## config.mk

```make
export PLATFORM = sky130hd
export DESIGN_NAME = class_split_matcher
export DESIGN_NICKNAME = d
export VERILOG_FILES = /design/src/rtl/core/csm_pkg.sv /design/src/rtl/core/csm_class_lookup.sv /design/src/rtl/core/csm_tracker.sv /design/src/rtl/core/class_split_matcher.sv
export SDC_FILE = /design/constraint.sdc
export NUM_CORES = 1
export LEC_CHECK = 0
export BUFFER_PORTS_ARGS = -buffer_cell sky130_fd_sc_hd__buf_2
export CAP_MARGIN = 10
export CORE_ASPECT_RATIO = 0.7
export CORE_MARGIN = 2
export CORE_UTILIZATION = 64
export CTS_CLUSTER_SIZE = 8
export DETAILED_ROUTE_END_ITERATION = 8
export GPL_ROUTABILITY_DRIVEN = 0
export GPL_TIMING_DRIVEN = 0
export PLACE_DENSITY_LB_ADDON = 0.3
export SLEW_MARGIN = 20
export SYNTH_ARGS = -nofsm -noshare
export SYNTH_HDL_FRONTEND = slang
export SYNTH_SLANG_ARGS = --single-unit
```

## constraint.sdc

```tcl
create_clock -name clk_i -period 14.3 [get_ports clk_i]
set_clock_uncertainty 0.2 [all_clocks]
set_input_delay 2.145 -clock clk_i [delete_from_list [all_inputs] [get_ports clk_i]]
set_output_delay 2.145 -clock clk_i [all_outputs]
set_load 0.005 [all_outputs]
```

## src/rtl/core/csm_pkg.sv

```systemverilog
// Shared types for the class split matcher.
// Holds the byte classification struct and the result struct; no dependencies.
package csm_pkg;

  localparam int unsigned ResultOffsetBits = 16;

  localparam logic [2:0] CfgMode      = 3'd0;
  localparam logic [2:0] CfgClassBits0 = 3'd1;
  localparam logic [2:0] CfgClassBits1 = 3'd2;
  localparam logic [2:0] CfgClassBits2 = 3'd3;
  localparam logic [2:0] CfgClassBits3 = 3'd4;
  localparam logic [2:0] CfgSeparator = 3'd5;

  localparam logic ModePlus = 1'b0;
  localparam logic ModeStar = 1'b1;

  localparam logic [1:0] PhSearch = 2'd0;
  localparam logic [1:0] PhRun    = 2'd1;
  localparam logic [1:0] PhSep    = 2'd2;
  localparam logic [1:0] PhDone   = 2'd3;

  typedef struct packed {
    logic is_zero;
    logic is_class;
    logic is_sep;
  } byte_cls_t;

  typedef struct packed {
    logic                        matched;
    logic [ResultOffsetBits-1:0] whole_start;
    logic [ResultOffsetBits-1:0] whole_end;
    logic [ResultOffsetBits-1:0] grp1_start;
    logic [ResultOffsetBits-1:0] grp1_end;
    logic [ResultOffsetBits-1:0] grp2_start;
    logic [ResultOffsetBits-1:0] grp2_end;
    logic [ResultOffsetBits-1:0] grp3_start;
    logic [ResultOffsetBits-1:0] grp3_end;
    logic                        overflow;
  } result_t;

endpackage

```

## src/rtl/core/csm_class_lookup.sv

```systemverilog
// Byte classifier: class membership, separator compare and terminator detect.
// Depends on csm_pkg for byte_cls_t.
module csm_class_lookup (
  input  logic [255:0]          class_vec_i,
  input  logic [7:0]            sep_i,
  input  logic [7:0]            byte_i,
  output csm_pkg::byte_cls_t    cls_o
);

  always_comb begin
    cls_o.is_zero  = (byte_i == 8'd0);
    // byte zero never belongs to the class, whatever bit 0 holds
    cls_o.is_class = !cls_o.is_zero && class_vec_i[byte_i];
    cls_o.is_sep   = (byte_i == sep_i);
  end

endmodule

```

## src/rtl/core/csm_tracker.sv

```systemverilog
// Per-string match state and result formation.
// Depends on csm_pkg for phase codes, byte_cls_t and result_t.
module csm_tracker #(
  parameter int unsigned OFFSET_BITS = 16
) (
  input  logic                 clk_i,
  input  logic                 rst_ni,
  input  logic                 step_i,
  input  logic                 mode_i,
  input  csm_pkg::byte_cls_t   cls_i,
  output csm_pkg::result_t     result_o
);

  localparam int unsigned ExtBits = (OFFSET_BITS > csm_pkg::ResultOffsetBits) ?
                                    OFFSET_BITS : csm_pkg::ResultOffsetBits;
  localparam int unsigned RB = csm_pkg::ResultOffsetBits;

  logic [1:0]             phase_q, phase_d;
  logic [OFFSET_BITS-1:0] pos_q, pos_d;
  logic [OFFSET_BITS-1:0] run_begin_q, run_begin_d;
  logic [OFFSET_BITS-1:0] sep_at_q, sep_at_d;
  logic [OFFSET_BITS-1:0] tail_q, tail_d;
  logic                   too_long_q, too_long_d;

  logic [ExtBits-1:0] pos_ext, run_ext, sep_ext, tail_ext;
  logic [RB-1:0]      len16, run16, sep16, tail16;
  logic               plus_done;

  // masked 16-bit views of the offsets
  assign pos_ext  = ExtBits'(pos_q);
  assign run_ext  = ExtBits'(run_begin_q);
  assign sep_ext  = ExtBits'(sep_at_q);
  assign tail_ext = ExtBits'(tail_q);
  assign len16    = pos_ext[RB-1:0];
  assign run16    = run_ext[RB-1:0];
  assign sep16    = sep_ext[RB-1:0];
  assign tail16   = tail_ext[RB-1:0];

  always_comb begin
    phase_d     = phase_q;
    pos_d       = pos_q;
    run_begin_d = run_begin_q;
    sep_at_d    = sep_at_q;
    tail_d      = tail_q;
    too_long_d  = too_long_q;
    if (step_i) begin
      if (cls_i.is_zero) begin
        phase_d     = csm_pkg::PhSearch;
        pos_d       = '0;
        run_begin_d = '0;
        sep_at_d    = '0;
        tail_d      = '0;
        too_long_d  = 1'b0;
      end else if (pos_q == {OFFSET_BITS{1'b1}}) begin
        too_long_d = 1'b1;
      end else begin
        pos_d = pos_q + 1'b1;
        if (mode_i == csm_pkg::ModePlus) begin
          case (phase_q)
            csm_pkg::PhSearch: begin
              if (cls_i.is_class) begin
                run_begin_d = pos_q;
                phase_d     = csm_pkg::PhRun;
              end
            end
            csm_pkg::PhRun: begin
              if (cls_i.is_class) begin
                phase_d = csm_pkg::PhRun;
              end else if (cls_i.is_sep) begin
                sep_at_d = pos_q;
                phase_d  = csm_pkg::PhSep;
              end else begin
                phase_d = csm_pkg::PhSearch;
              end
            end
            csm_pkg::PhSep: begin
              if (!cls_i.is_sep) begin
                tail_d  = pos_q;
                phase_d = csm_pkg::PhDone;
              end
            end
            default: phase_d = phase_q;
          endcase
        end else if (phase_q != csm_pkg::PhDone && !cls_i.is_class) begin
          sep_at_d = pos_q;
          phase_d  = csm_pkg::PhDone;
        end
      end
    end
  end

  // result for a terminator seen against the current state
  assign plus_done = (phase_q == csm_pkg::PhSep) || (phase_q == csm_pkg::PhDone);

  always_comb begin
    result_o = '0;
    if (too_long_q) begin
      result_o.overflow = 1'b1;
    end else if (mode_i == csm_pkg::ModePlus) begin
      if (plus_done) begin
        result_o.matched     = 1'b1;
        result_o.whole_start = run16;
        result_o.whole_end   = len16;
        result_o.grp1_start  = sep16 - 1'b1;
        result_o.grp1_end    = sep16;
        result_o.grp2_start  = (phase_q == csm_pkg::PhSep) ? len16 : tail16;
        result_o.grp2_end    = len16;
      end
    end else if (phase_q == csm_pkg::PhDone) begin
      result_o.matched    = 1'b1;
      result_o.whole_end  = len16;
      result_o.grp1_end   = sep16;
      result_o.grp2_start = sep16;
      result_o.grp2_end   = sep16 + 1'b1;
      result_o.grp3_start = sep16 + 1'b1;
      result_o.grp3_end   = len16;
    end
  end

  always_ff @(posedge clk_i or negedge rst_ni) begin
    if (!rst_ni) begin
      phase_q     <= csm_pkg::PhSearch;
      pos_q       <= '0;
      run_begin_q <= '0;
      sep_at_q    <= '0;
      tail_q      <= '0;
      too_long_q  <= 1'b0;
    end else begin
      phase_q     <= phase_d;
      pos_q       <= pos_d;
      run_begin_q <= run_begin_d;
      sep_at_q    <= sep_at_d;
      tail_q      <= tail_d;
      too_long_q  <= too_long_d;
    end
  end

endmodule

```

## src/rtl/core/class_split_matcher.sv

```systemverilog
// Class split matcher: one byte per cycle, one result per zero-terminated string.
// A terminator passes the input register, then the result register; a stalled result can hold it.
// Throughput: one byte per cycle while no terminator waits on a stalled result.
// A waiting result stalls a following terminator and the bytes after it, not earlier bytes.
// Reset (rst_ni low, asynchronous): config to defaults (separator 32), string state clear.
// Depends on csm_pkg, csm_class_lookup and csm_tracker.
module class_split_matcher #(
  parameter int unsigned OFFSET_BITS = 16
) (
  input  logic        clk_i,
  input  logic        rst_ni,
  // byte stream
  input  logic        in_valid_i,
  output logic        in_stall_o,
  input  logic [7:0]  text_byte_i,
  // result stream
  output logic        out_valid_o,
  input  logic        out_stall_i,
  output logic        matched_o,
  output logic [15:0] whole_start_o,
  output logic [15:0] whole_end_o,
  output logic [15:0] grp1_start_o,
  output logic [15:0] grp1_end_o,
  output logic [15:0] grp2_start_o,
  output logic [15:0] grp2_end_o,
  output logic [15:0] grp3_start_o,
  output logic [15:0] grp3_end_o,
  output logic        overflow_o,
  // configuration writes
  input  logic        cfg_valid_i,
  output logic        cfg_ready_o,
  input  logic [2:0]  cfg_index_i,
  input  logic [63:0] cfg_data_i
);

  // configuration registers
  logic          mode_q;
  logic [255:0]  class_q;
  logic [7:0]    sep_q;

  // input register
  logic          in_valid_q;
  logic [7:0]    in_byte_q;

  // result register
  logic              out_valid_q;
  csm_pkg::result_t  out_q;

  csm_pkg::byte_cls_t cls;
  csm_pkg::result_t   result;
  logic               consume;
  logic               out_free;
  logic               in_accept;
  logic               cfg_write;

  assign cfg_ready_o = 1'b1;
  assign cfg_write   = cfg_valid_i && cfg_ready_o;

  always_ff @(posedge clk_i or negedge rst_ni) begin
    if (!rst_ni) begin
      mode_q  <= csm_pkg::ModePlus;
      class_q <= '0;
      sep_q   <= 8'd32;
    end else if (cfg_write) begin
      case (cfg_index_i)
        csm_pkg::CfgMode:       mode_q          <= cfg_data_i[0];
        csm_pkg::CfgClassBits0: class_q[63:0]    <= cfg_data_i;
        csm_pkg::CfgClassBits1: class_q[127:64]  <= cfg_data_i;
        csm_pkg::CfgClassBits2: class_q[191:128] <= cfg_data_i;
        csm_pkg::CfgClassBits3: class_q[255:192] <= cfg_data_i;
        csm_pkg::CfgSeparator:  sep_q           <= cfg_data_i[7:0];
        default: ;  // writes beyond the register list are dropped
      endcase
    end
  end

  // Advance the held byte unless it is a terminator and the result slot
  // is still occupied by a stalled result.
  assign out_free   = !out_valid_q || !out_stall_i;
  assign consume    = in_valid_q && (cls.is_zero == 1'b0 || out_free);
  assign in_stall_o = in_valid_q && !consume;
  assign in_accept  = in_valid_i && !in_stall_o;

  always_ff @(posedge clk_i or negedge rst_ni) begin
    if (!rst_ni) begin
      in_valid_q <= 1'b0;
    end else if (in_accept) begin
      in_valid_q <= 1'b1;
    end else if (consume) begin
      in_valid_q <= 1'b0;
    end
  end

  always_ff @(posedge clk_i) begin
    if (in_accept) begin
      in_byte_q <= text_byte_i;
    end
  end

  csm_class_lookup u_lookup (
    .class_vec_i (class_q),
    .sep_i       (sep_q),
    .byte_i      (in_byte_q),
    .cls_o       (cls)
  );

  csm_tracker #(
    .OFFSET_BITS (OFFSET_BITS)
  ) u_tracker (
    .clk_i    (clk_i),
    .rst_ni   (rst_ni),
    .step_i   (consume),
    .mode_i   (mode_q),
    .cls_i    (cls),
    .result_o (result)
  );

  // Load the result slot on a consumed terminator; drop it once taken.
  always_ff @(posedge clk_i or negedge rst_ni) begin
    if (!rst_ni) begin
      out_valid_q <= 1'b0;
    end else if (consume && cls.is_zero) begin
      out_valid_q <= 1'b1;
    end else if (!out_stall_i) begin
      out_valid_q <= 1'b0;
    end
  end

  always_ff @(posedge clk_i) begin
    if (consume && cls.is_zero) begin
      out_q <= result;
    end
  end

  assign out_valid_o   = out_valid_q;
  assign matched_o     = out_q.matched;
  assign whole_start_o = out_q.whole_start;
  assign whole_end_o   = out_q.whole_end;
  assign grp1_start_o  = out_q.grp1_start;
  assign grp1_end_o    = out_q.grp1_end;
  assign grp2_start_o  = out_q.grp2_start;
  assign grp2_end_o    = out_q.grp2_end;
  assign grp3_start_o  = out_q.grp3_start;
  assign grp3_end_o    = out_q.grp3_end;
  assign overflow_o    = out_q.overflow;

endmodule

```

==> impl_results.md <==
* Status: completed
* Clock power share at 36.3%
* Internal at 2.91 mW
* Post-synth EDFFs at 138
* Max reg flops at 256
* Syn nets at 1664
* IO Port Bufs at 211
* Total grt overflow at 0
* CP Launch Type: flop
* Global-route usage over all layers at 34.6%
* Netlist Area Pre-Place at 21400 um2
* Fmax at 0.181 GHz
* WS Path Type: flop to output pin
* Avg Inst Size Synth at 13.5 um2
* YS warnings at 0
* Total Die Area at 34900 um2
* Initial core utilization at 65.6%
* Syn-to-layout area delta at 17.4%
* Setup Buffers After CTS at 0
* Rel. slew slack at 31.0%
* Post-Route WL at 58900 um
* Synthesis-stage register bit count at 472
* Layout Nets at 1951
* Critical path's top delay family: simple AND/OR/NAND/NOR gates
* Async SR Flop Fraction at 70.8%
* Die height at 157 um
* Hpwl dp at 40800 um
* Clock transition at path regs at 0.05 ns
* First drt pass iteration count at 5
* Fin. Hold Viols at 0
* Comb power frac at 21.0%
* Share of layout cells above drive strength 1 at 34.3%
* Cts hold-fix bufs at 0
* CTS root buf: clkbuf_16
* Pin count of the biggest net entering global routing at 99
* Endpoints failing setup at 0
* Vias at 15000
* Worst slew pin tran at 1.03 ns
* Clock H-tree levels at 3
* DRC at 0
* CTS Sinks at 472
* Peak supply drop at 0.140 mV
* Synth area leaders: dfrtp_1, edfxtp_1, mux2_2
* Slowest stage cell on the critical path: or4_1
* Top cell type by total area after synthesis: dfrtp_1
* CTS resizes at 0
* Commonest non-fill, non-tap cells in the layout: dfrtp_1, mux2_2, buf_2
* Largest stage delay on the critical path at 0.62 ns
* Element type at the critical path end: output pin
* Synth top area share at 39.0%
* Synth Instances at 1577
* Core area at 32600 um2
* Fin Setup TNS at 0 ns
* Avg WL per Cell at 25.3 um
* DIE WIDTH at 222 um
* Clock latency on the worst-skew pair at 0.58 ns
* Worst EP arrival at 3.19 ns
* Max Slew Vio Count at 0
* CP bufs+invs at 3
* Fin crit share at 38.7%
* Total CTS buffers at 68
* Largest Register: class_q
* Number of max-cap violations at 0
* Most common cell after layout, fill and taps aside: dfrtp_1
* CTS tree: yes
* Seq/Total Area, Yosys at 58.6%
* Rows at 55
* Initial antenna violation count at 5
* Min Tclk post-route at 5.54 ns
* Hold Slack at 0.299 ns
* Clock Tree Buf Depth at 3
* P_leak at 10.5 nW
* Vias in the first global route at 15100
* Pwr Density at 163 nW/um2
* Sequential share of power at 42.7%
* Switching Fraction at 28.7%
* Vias per inst at 6.43
* Synth Flop Type: dfrtp_1
* HP Class: flop to flop
* Worst Path Max Fanout at 10
* Count of different cell masters after synthesis at 70
* DRT iter0 DRCs at 1950
* Psw at 1.17 mW
* Crit-path cells: buf_6 -> buf_4 -> or4_1 -> nor3_2 -> nand2_1 -> nor2_1 -> buf_2
* I/O Pins at 213
* CP required at 11.95 ns
* Unrepaired setup endpoints after global routing: false
* Final ANT Viol Nets at 0
* Global-route wire length before repair at 89800 um
==> per-layer routing <==
| metal | share of wire (%) | global-route usage, % |
|---|---|---|
| met5 | 0 | 0 |
| met4 | 2.4 | 10.3 |
| met3 | 12 | 9.82 |
| met2 | 44 | 49.1 |
| met1 | 42 | 52.1 |
==> power by group through the flow <==
stage	Sequential, mW	Clock (mW)	Combinational [mW]
after floorplan	1.72	0	0.576
after global placement	1.74	0	0.789
after detailed placement	1.76	0	0.824
after CTS	1.74	1.49	0.839
after global routing	1.76	1.55	0.917
final	1.74	1.48	0.857
==> kinds of logic (layout without fill, tap and decap cells) <==
family                   after synthesis  in the layout  synth area share, %
other                                  1              6               0.0176
AND/OR/NAND/NOR                      366            366                 9.08
multiplexers                         369            369                 21.6
XOR/XNOR                              41             41                 1.68
AO/OA/AOI/OAI                        171            171                 5.60
buffers and inverters                150            473                 3.08
flip-flops                           472            472                 58.6
adder cells (fa/ha/maj)                7              7                0.410
==> area by class of cell <==
type | instances | area [um2]
Sequential cell | 472 | 12500
Multi-Input combinational cell | 955 | 8200
Fill cell | 1956 | 7480
Clock buffer | 106 | 1950
Timing Repair Buffer | 217 | 1210
Buffer | 123 | 559
Tap cell | 427 | 534
Inverter | 27 | 101
Antenna cell | 5 | 12.5
==> cell usage after synthesis, types with 27 or more instances <==
master / n
dfrtp_1: 333
mux2_2: 272
edfxtp_1: 138
clkbuf_1: 91
nand2_1: 68
nor2_1: 66
and2_1: 64
nand3_1: 61
mux2i_1: 51
mux4_2: 46
o21ai_0: 42
nand4_1: 32
inv_1: 27
==> worst paths after layout <==
check	depth (start not counted)	startpoint	endpoint	slack (ns)
worst max-delay path	7	in_byte_q[0]$_DFFE_PP_	in_stall_o	8.76
worst min-delay path	1	class_q[186]$_DFFE_PN0P_	class_q[186]$_DFFE_PN0P_	0.30
worst max register to register	12	in_byte_q[2]$_DFFE_PP_	u_tracker.sep16[12]$_DFFE_PN0P_	9.74
worst min register to register	1	class_q[186]$_DFFE_PN0P_	class_q[186]$_DFFE_PN0P_	0.30
max in group asynchronous	3	rst_ni	u_tracker.tail16[5]$_DFFE_PN0P_	11.23
min in group asynchronous	1	rst_ni	class_q[172]$_DFFE_PN0P_	1.33
==> worst reg2reg max path: stages (launching register included) <==
cell,delay [ns]
edfxtp_1,0.34
clkbuf_1,0.37
buf_2,0.45
buf_2,0.52
mux4_2,0.44
a22oi_1,0.17
a21oi_1,0.10
o21bai_1,0.35
a41o_2,0.32
o31ai_4,0.17
nor4_4,0.65
buf_6,0.24
a22o_1,0.15
==> stage by stage <==
stage               std cells  total power [mW]  area (um2)  utilization (%)  worst slack [ns]
finish                   2332              4.08       25100             77.0              8.76
global route             2330              4.23       25100             77.0              8.59
CTS                      2327              4.07       25100             77.0              8.78
detailed placement       2221              2.58       23100             71.0              9.27
global placement         2215              2.53       22900             70.5              4.75
floorplan                1577              2.29       21400                -              7.36
No activity file was read; power rests on OpenSTA's default activity.
